--- src/rtl/core/ctc_pkg.sv ---
// ----------------------------------------------------------------------------
// ctc_pkg
// Shared types and constants for the compact target codec: transfer
// payload structs, operation codes and field widths.
// ----------------------------------------------------------------------------
package ctc_pkg;

  localparam int ValueW    = 256;  // full value width
  localparam int LimbW     = 64;   // one value limb
  localparam int CompactW  = 32;   // compact word
  localparam int MantW     = 23;   // mantissa field
  localparam int Mant24W   = 24;   // extracted mantissa before renormalize
  localparam int ExpW      = 8;    // exponent field
  localparam int ByteLenW  = 6;    // byte length 0..32
  localparam int ByteShW   = 5;    // byte shift 0..31

  // operation codes
  localparam logic OP_DECODE = 1'b0;
  localparam logic OP_ENCODE = 1'b1;

  // input transfer
  typedef struct packed {
    logic                opcode;
    logic [CompactW-1:0] compact_in;
    logic                sign_request;
    logic [LimbW-1:0]    value_in_0;
    logic [LimbW-1:0]    value_in_1;
    logic [LimbW-1:0]    value_in_2;
    logic [LimbW-1:0]    value_in_3;
  } in_item_t;

  // result transfer
  typedef struct packed {
    logic [LimbW-1:0]    value_out_0;
    logic [LimbW-1:0]    value_out_1;
    logic [LimbW-1:0]    value_out_2;
    logic [LimbW-1:0]    value_out_3;
    logic                negative_flag;
    logic                overflow_flag;
    logic [CompactW-1:0] compact_out;
  } out_item_t;

endpackage

--- src/rtl/core/ctc_byte_len.sv ---
// ----------------------------------------------------------------------------
// ctc_byte_len
// Byte length of a 256-bit value: position of the highest nonzero byte
// plus one, zero for a zero value.
// ----------------------------------------------------------------------------
module ctc_byte_len (
  input  logic [ctc_pkg::ValueW-1:0]   value,
  output logic [ctc_pkg::ByteLenW-1:0] len
);
  import ctc_pkg::*;

  localparam int NumBytes = ValueW / 8;

  logic [NumBytes-1:0] nz;

  // per-byte nonzero detect
  always_comb begin
    for (int i = 0; i < NumBytes; i++) begin
      nz[i] = |value[8*i +: 8];
    end
  end

  // priority encode from the bottom byte up (last hit, the top nonzero byte, wins)
  always_comb begin
    len = '0;
    for (int i = 0; i < NumBytes; i++) begin
      if (nz[i]) begin
        len = ByteLenW'(i + 1);
      end
    end
  end

endmodule

--- src/rtl/core/compact_target_codec.sv ---
// ----------------------------------------------------------------------------
// compact_target_codec
// Three register stages (stage 1, stage 2 and the result register), the first
// loaded at the input transfer edge.
// Throughput: one item per cycle while unstalled; stages advance independently on stall.
// Reset: synchronous, clears the stage valid bits only; the codec keeps no state.
// Decode expands a compact word to 256 bits with sign and overflow flags;
// encode packs a 256-bit value into a compact word.
// ----------------------------------------------------------------------------
module compact_target_codec (
  input  logic               clk,
  input  logic               rst,
  input  logic               item_valid,
  output logic               item_ready,
  input  ctc_pkg::in_item_t  item,
  output logic               result_valid,
  input  logic               result_ready,
  output ctc_pkg::out_item_t result
);
  import ctc_pkg::*;

  // ---------------- pipeline control ----------------
  logic v1, v2, v3;
  logic en1, en2, en3;

  assign en3        = !v3 || result_ready;
  assign en2        = !v2 || en3;
  assign en1        = !v1 || en2;
  assign item_ready = en1;

  always_ff @(posedge clk) begin
    if (rst) begin
      v1 <= 1'b0;
      v2 <= 1'b0;
      v3 <= 1'b0;
    end else begin
      if (en1) v1 <= item_valid;
      if (en2) v2 <= v1;
      if (en3) v3 <= v2;
    end
  end

  // ---------------- stage 1: exponent decode, byte length ----------------
  logic [ExpW-1:0]     size;
  logic [MantW-1:0]    word;
  logic [MantW-1:0]    word_s;
  logic [MantW-1:0]    d_word_next;
  logic [ByteShW-1:0]  d_lsh_next;
  logic                neg_next, ovf_next;
  logic [ValueW-1:0]   enc_value;
  logic [ByteLenW-1:0] enc_len;

  assign size      = item.compact_in[31:24];
  assign word      = item.compact_in[MantW-1:0];
  assign enc_value = {item.value_in_3, item.value_in_2, item.value_in_1, item.value_in_0};

  always_comb begin
    word_s      = word;
    d_word_next = word;
    d_lsh_next  = '0;
    if (size <= 8'd3) begin
      // small exponent: shift mantissa right by whole bytes
      word_s      = word >> {2'd3 - size[1:0], 3'b000};
      d_word_next = word_s;
    end else if (size <= 8'd34) begin
      d_lsh_next = ByteShW'(size - 8'd3);
    end else begin
      // shift of 256 or more clears the value
      d_word_next = '0;
    end
    neg_next = (word_s != '0) && item.compact_in[MantW];
    ovf_next = (word_s != '0) &&
               ((size > 8'd34) ||
                ((word_s > 23'h0000ff) && (size > 8'd33)) ||
                ((word_s > 23'h00ffff) && (size > 8'd32)));
  end

  ctc_byte_len u_byte_len (
    .value (enc_value),
    .len   (enc_len)
  );

  logic                s1_op, s1_sreq, s1_neg, s1_ovf;
  logic [MantW-1:0]    s1_word;
  logic [ByteShW-1:0]  s1_lsh;
  logic [ValueW-1:0]   s1_value;
  logic [ByteLenW-1:0] s1_len;

  always_ff @(posedge clk) begin
    if (en1) begin
      s1_op    <= item.opcode;
      s1_sreq  <= item.sign_request;
      s1_neg   <= neg_next;
      s1_ovf   <= ovf_next;
      s1_word  <= d_word_next;
      s1_lsh   <= d_lsh_next;
      s1_value <= enc_value;
      s1_len   <= enc_len;
    end
  end

  // ---------------- stage 2: limb shift, mantissa window ----------------
  logic [ValueW-1:0]           coarse_next;
  logic [ValueW+Mant24W-1:0]   ext;
  logic [Mant24W-1:0]          mant_next;

  assign coarse_next = {{(ValueW-MantW){1'b0}}, s1_word} << {s1_lsh[4:3], 6'b0};
  // three zero bytes below the value let short values share the window select
  assign ext         = {s1_value, {Mant24W{1'b0}}};
  assign mant_next   = ext[{s1_len, 3'b000} +: Mant24W];

  logic                s2_op, s2_sreq, s2_neg, s2_ovf;
  logic [2:0]          s2_fine;
  logic [ValueW-1:0]   s2_value;
  logic [Mant24W-1:0]  s2_mant;
  logic [ByteLenW-1:0] s2_len;

  always_ff @(posedge clk) begin
    if (en2) begin
      s2_op    <= s1_op;
      s2_sreq  <= s1_sreq;
      s2_neg   <= s1_neg;
      s2_ovf   <= s1_ovf;
      s2_fine  <= s1_lsh[2:0];
      s2_value <= coarse_next;
      s2_mant  <= mant_next;
      s2_len   <= s1_len;
    end
  end

  // ---------------- stage 3: byte shift, renormalize, pack ----------------
  logic [ValueW-1:0]   fine_val;
  logic [Mant24W-1:0]  mant_n;
  logic [ExpW-1:0]     exp_n;
  logic [CompactW-1:0] packed_c;
  out_item_t           result_next;

  assign fine_val = s2_value << {s2_fine, 3'b000};

  always_comb begin
    mant_n = s2_mant;
    exp_n  = ExpW'(s2_len);
    if (s2_mant[Mant24W-1]) begin
      mant_n = s2_mant >> 8;
      exp_n  = ExpW'(s2_len) + 8'd1;
    end
    packed_c = {exp_n, s2_sreq && (mant_n[MantW-1:0] != '0), mant_n[MantW-1:0]};

    result_next = '0;
    if (s2_op == OP_ENCODE) begin
      result_next.compact_out = packed_c;
    end else begin
      result_next.value_out_0   = fine_val[0*LimbW +: LimbW];
      result_next.value_out_1   = fine_val[1*LimbW +: LimbW];
      result_next.value_out_2   = fine_val[2*LimbW +: LimbW];
      result_next.value_out_3   = fine_val[3*LimbW +: LimbW];
      result_next.negative_flag = s2_neg;
      result_next.overflow_flag = s2_ovf;
    end
  end

  always_ff @(posedge clk) begin
    if (en3) begin
      result <= result_next;
    end
  end

  assign result_valid = v3;

endmodule

--- config.mk ---
export PLATFORM = sky130hd
export DESIGN_NAME = compact_target_codec
export DESIGN_NICKNAME = d
export VERILOG_FILES = /design/src/rtl/core/ctc_pkg.sv /design/src/rtl/core/ctc_byte_len.sv /design/src/rtl/core/compact_target_codec.sv
export SDC_FILE = /design/constraint.sdc
export NUM_CORES = 1
export LEC_CHECK = 0
export BUFFER_PORTS_ARGS = -buffer_cell sky130_fd_sc_hd__buf_2
export CAP_MARGIN = 0
export CORE_MARGIN = 2
export CORE_UTILIZATION = 35
export CTS_BUF_LIST = sky130_fd_sc_hd__clkbuf_4 sky130_fd_sc_hd__clkbuf_8
export CTS_CLUSTER_SIZE = 24
export DETAILED_ROUTE_END_ITERATION = 10
export PLACE_DENSITY = 0.51
export SYNTH_ARGS = -nofsm -noshare
export SYNTH_HDL_FRONTEND = slang
export SYNTH_SLANG_ARGS = --single-unit
--- constraint.sdc ---
create_clock -name clk -period 41.8 [get_ports clk]
set_clock_uncertainty 0.2 [all_clocks]
set_input_delay 12.54 -clock clk [delete_from_list [all_inputs] [get_ports clk]]
set_output_delay 12.54 -clock clk [all_outputs]
set_load 0.01 [all_outputs]
======== After elaboration in Yosys (flattened, before gate mapping) ========
Index checks and enable logic that the tools add are counted.
W data, S select, Z words.
word-level totals
  flip-flop bits (word level) ............. 879
  input bits .............................. 294
  output and inout bits ................... 292
  logic and storage cells ................. 127
cells by class
  $add $sub $neg .......................... 3
  magnitude comparators ................... 7
  shift-type cells ........................ 4
  muxes and demuxes ....................... 36
  bitwise logic cells ..................... 1
  reduce and logical (&&, ||, !) cells .... 49
operators by type and width
  operator                count
  $shiftx A280 B10 Y24    1
  $reduce_or A8 Y1        32
  $shl A23 B8 Y256        1
  $shl A256 B6 Y256       1
  $mux W23                4
  $mux W5                 16
  $reduce_bool A23 Y1     2
  $mux W4                 8
  $gt A8 B6 Y1 const B    3
  $gt A23 B16 Y1 const B  1
  $gt A23 B8 Y1 const B   1
  $shr A23 B5 Y23         1
  $mux W3                 4
  $le A8 B2 Y1 const B    1
  $le A8 B6 Y1 const B    1
  $add A6 B1 Y7 const B   1
  $mux W6                 1
  $logic_and A1 B1 Y1     5
  $logic_or A1 B1 Y1      5
  $sub A5 B2 Y5 const B   1
  $mux W2                 2
  $logic_not A1 Y1        3
  $reduce_and A2 Y1       1
  $reduce_or A2 Y1        1
  other kinds (3)         3

======== Logic depth before layout (Yosys ltp) ========
  word-level depth ........................ 32
  gate-level depth with buffers ........... 10
  mapped depth without buffers ............ 7

======== By module ========
Synthesis repeated with hierarchy kept, for this count alone.
second synthesis, totals
  cells, all modules ...................... 2,323
  area, all modules ....................... 34,047.7 um^2
modules (own cells, without submodules)
  module                times used  cells each  area an instance (um^2)  sequential area each (um^2)
  compact_target_codec  1           2,175       33,031.7                 21,440.6
  ctc_byte_len          1           148         1,016.0                  0.0

======== Least setup slack after synthesis ========
No wires, ideal clock.
  path type ............................... input port to output port
  from .................................... input result_ready
  to ...................................... output item_ready
  data arrival time ....................... 18.984 ns
  required time ........................... 29.060 ns
  slack ................................... 10.076 ns
  cell stages on the path ................. 3
  path buffers ............................ 0
  path through ............................ nor2b_1 > and2_1 > nand2_1
on the way
  longest elaborated chain between the ends .. 3
ends and longest elaborated chain
  item                line                        text
  from (decl)         compact_target_codec.sv:17  input logic result_ready,
  $logic_or A1 B1 Y1  compact_target_codec.sv:26  assign en3 = !v3 || result_ready;
  $logic_or A1 B1 Y1  compact_target_codec.sv:27  assign en2 = !v2 || en3;
  $logic_or A1 B1 Y1  compact_target_codec.sv:28  assign en1 = !v1 || en2;
  to (decl)           compact_target_codec.sv:14  output logic item_ready,
No other way between the ends.

======== Worst setup path after layout ========
Ends and elaborated chain as after synthesis.

==> impl_metrics.py <==
metrics = {
    "outcome": {
        "status": "finished, final reports clean",
    },
    "floorplanning": {
        "initial_utilization": 0.352,
        "ioPinCount": 586,
        "standard_cell_row_count": 114,
        "chipWidth_um": 316,
        "die-area_mm2": 0.0998,
        "die_height_um": 316,
        "design.core.area_mm2": 0.0966,
    },
    "power": {
        "power_density_mw_per_mm2": 39.5,
        "static-leakage-power_nw": 15.4,
        "vdd_drop_max_v": 0.0000272,
        "finalPower_mw": 1.60,
    },
    "grt": {
        "grt_start_max_net_pins": 151,
        "initial_antenna_violation_count": 24,
        "groute.usage.overall": 0.241,
        "grt_pass1_vias": 23483,
        "grt.overflow.total": 0,
        "global_route_wire_length_before_repair_mm": 172,
    },
    "logic_synthesis": {
        "largest_family_of_logic_cells_by_synthesized_area": "multiplexers",
        "synth_area_mm2": 0.0340,
        "synth_seq_cells": 715,
        "yosys-mux-area-fraction": 0.162,
        "synth-adder-area-share": 0.00147,
        "synth_compound_gate_area_share": 0.0850,
        "yosys_warnings": 0,
        "ys_async_sr_fraction": 0,
        "count_of_different_cell_masters_after_synthesis": 76,
        "synthesis.instances": 2295,
        "post_synth_and_or_nand_nor_area_fraction": 0.0951,
        "post_synth.cell_area_avg_um2": 14.8,
        "synth_edf_count": 712,
        "yosys_most_used_dff": "sky130_fd_sc_hd__edfxtp_1",
        "synth_sequential_area_ratio": 0.630,
        "synth.net_count": 2593,
        "synthXorXnorAreaFrac": 0.00180,
    },
    "drt": {
        "initial_drt_markers": 3023,
        "wire_per_inst_um": 29.0,
        "firstDrtPassIters": 6,
        "drtAntennaViolNets": 0,
        "wl_mm": 124,
        "route.detailed.drc": 0,
        "drt-vias-per-instance": 5.77,
        "route.vias.total": 24598,
    },
    "layout": {
        "most-common-layout-cells": "sky130_fd_sc_hd__edfxtp_1, sky130_fd_sc_hd__buf_2, sky130_fd_sc_hd__nor2_1, sky130_fd_sc_hd__mux4_2, sky130_fd_sc_hd__nand2_1",
        "finish.net_count": 3174,
        "syn2layout_area_growth_pct": 19.5,
        "drive_above_1_share": 0.349,
        "fillCellCount": 8930,
        "finish.cell_count_without_fillers": 4261,
        "utilization": 0.421,
        "mostFrequentLayoutCell": "sky130_fd_sc_hd__edfxtp_1",
    },
    "placement": {
        "placed_cell_count": 4031,
        "hpwl_mm": 92.3,
        "port_buffers": 584,
        "place_congestion": 0.919,
    },
    "timing": {
        "fmax_mhz": 37.5,
        "min_period_ps": 26690,
        "setup_viol": 0,
        "grt_setup_unrepaired": "no",
        "worst_slew_margin_rel": 0.136,
        "timing.setup.tns_ps": 0,
        "post-route-period-util": 0.639,
        "hold_violations": 0,
        "slew_violations": 0,
        "worst_slew_pin_slew_ps": 1260,
    },
    "clock_network": {
        "cts.reportedPaths.clkPinSlew_ps": 60,
        "clk_latency_ps": 790,
        "cts.sinks": 715,
        "tritoncts": "done",
        "post_cts_hold_buffer_count": 0,
        "cts-resized-gates": 0,
        "post_cts.repair.setup_buffers": 0,
        "cts-root-to-sink-buffers": 3,
        "clock-root-buffer": "sky130_fd_sc_hd__clkbuf_8",
        "tritoncts.num_buffers": 119,
        "cts-htree-levels": 3,
    },
    "setup_path": {
        "critical_path.reg2reg.startpoint": "s1_len[0]$_SDFFCE_PP0P_",
        "critPathLaunchType": "input port",
        "critPathKind": "input port to output pin",
        "worst-path-max-fanout": 18,
        "worst_ep_required_time_ps": 29060,
        "cp_data_arrival_time_ps": 13950,
        "worst-r2r-cell-count": 6,
        "worst_setup_path_end_kind": "output pin",
        "reg2reg_setup_slack_ps": 37550,
        "rr_endpoint": "s2_mant[1]$_DFFE_PP_",
    },
    "hold_path": {
        "hold_path_end": "s2_fine[0]$_DFFE_PP_",
        "holdCritPathClass": "flop to flop",
        "timing.hold.worst_path_depth": 0,
        "hold_path.startpoint": "s1_lsh[0]$_SDFFCE_PP0P_",
    },
    "flow_run": {
        "cap_viol_max_count": 0,
    },
}
-- cells by family after synthesis --
family / after synthesis
muxes: 331
AOI/OAI and AO/OA: 411
buffers and inverters: 174
other: 1
xor gates and xnor gates: 7
DFF: 715
and+or+nand+nor: 652
adders and majority gates: 4
-- stage by stage --
step	setup slack [ps]	cell area, um2	hold slack (ps)
floorplan	10080	34000	200
global placement	15060	38100	208
detailed placement	15080	38100	219
CTS	15070	40600	228
global route	15030	40700	242
finish	15110	40700	221
-- per-layer routing --
metal,vias up,global-route usage,share of wire
met5,-,0,0.00040
met4,8,0.0818,0.030
met3,223,0.0504,0.092
met2,1459,0.384,0.47
met1,12451,0.329,0.40
li1,10457,-,-
-- area by class of cell --
cell class | instances | area (um2) | area share
Sequential cell | 715 | 21400 | 0.527
Multi-Input combinational cell | 1406 | 11800 | 0.290
Timing Repair Buffer | 625 | 3260 | 0.0801
Clock buffer | 140 | 1810 | 0.0445
Tap cell | 1276 | 1600 | 0.0393
Clock inverter | 79 | 707 | 0.0174
Inverter | 9 | 46.3 | 0.00114
Antenna cell | 11 | 27.5 | 0.000677
-- state kept, by name (all words and copies together), names as in the netlist, 3 cells and up --
register / count
s1_value: 256
s1_word: 23
result: 289
s2_mant: 24
s2_value: 92
s1_len: 6
s2_fine: 3
s2_len: 6
s1_lsh: 5
-- synthesized netlist by cell type, types with 9 or more instances --
| cell type | number | area [um2] |
|---|---|---|
| sky130_fd_sc_hd__a211oi_1 | 15 | 113 |
| sky130_fd_sc_hd__nand2_1 | 139 | 522 |
| sky130_fd_sc_hd__a21oi_1 | 40 | 200 |
| sky130_fd_sc_hd__o221ai_1 | 12 | 105 |
| sky130_fd_sc_hd__buf_2 | 16 | 80.1 |
| sky130_fd_sc_hd__clkbuf_1 | 113 | 424 |
| sky130_fd_sc_hd__and3_1 | 25 | 156 |
| sky130_fd_sc_hd__a22oi_1 | 119 | 893 |
| sky130_fd_sc_hd__a211o_1 | 12 | 105 |
| sky130_fd_sc_hd__and2_1 | 101 | 632 |
| sky130_fd_sc_hd__buf_4 | 15 | 113 |
| sky130_fd_sc_hd__nor2_1 | 206 | 773 |
| sky130_fd_sc_hd__mux2_2 | 41 | 462 |
| sky130_fd_sc_hd__a22o_1 | 14 | 123 |
| sky130_fd_sc_hd__o21ai_0 | 54 | 270 |
| sky130_fd_sc_hd__nand4_1 | 11 | 68.8 |
| sky130_fd_sc_hd__or4_1 | 13 | 97.6 |
| sky130_fd_sc_hd__mux2i_1 | 121 | 1210 |
| sky130_fd_sc_hd__mux4_2 | 164 | 3690 |
| sky130_fd_sc_hd__nor2b_1 | 34 | 213 |
| sky130_fd_sc_hd__a2111oi_0 | 10 | 87.6 |
| sky130_fd_sc_hd__nor4_1 | 68 | 425 |
| sky130_fd_sc_hd__edfxtp_1 | 712 | 21400 |
| sky130_fd_sc_hd__nor3_1 | 16 | 80.1 |
| sky130_fd_sc_hd__buf_6 | 9 | 101 |
| sky130_fd_sc_hd__o22ai_1 | 57 | 357 |
-- report_power, final --
group | leakage (nW) | switching, mW | internal (mW)
clock network | 1.32 | 0.298 | 0.368
registers | 8.19 | 0.0253 | 0.813
logic | 5.94 | 0.0589 | 0.0412
-- worst max-delay path by stage --
stage                            start         end  slack [ps]  cells after the start
final                     result_ready  item_ready       15110                      5
after detailed placement  result_ready  item_ready       15080                      5
after global placement    result_ready  item_ready       15060                      5
after CTS                 result_ready  item_ready       15070                      5
after global routing      result_ready  item_ready       15030                      5
after floorplan           result_ready  item_ready       10080                      3
-- critical path: stages --
cell and delay, ps:
sky130_fd_sc_hd__buf_2 100, sky130_fd_sc_hd__nor2b_1 380, sky130_fd_sc_hd__and2_1 390, sky130_fd_sc_hd__nand2_4 280, sky130_fd_sc_hd__buf_2 240
(Power assumes the default switching activity.)
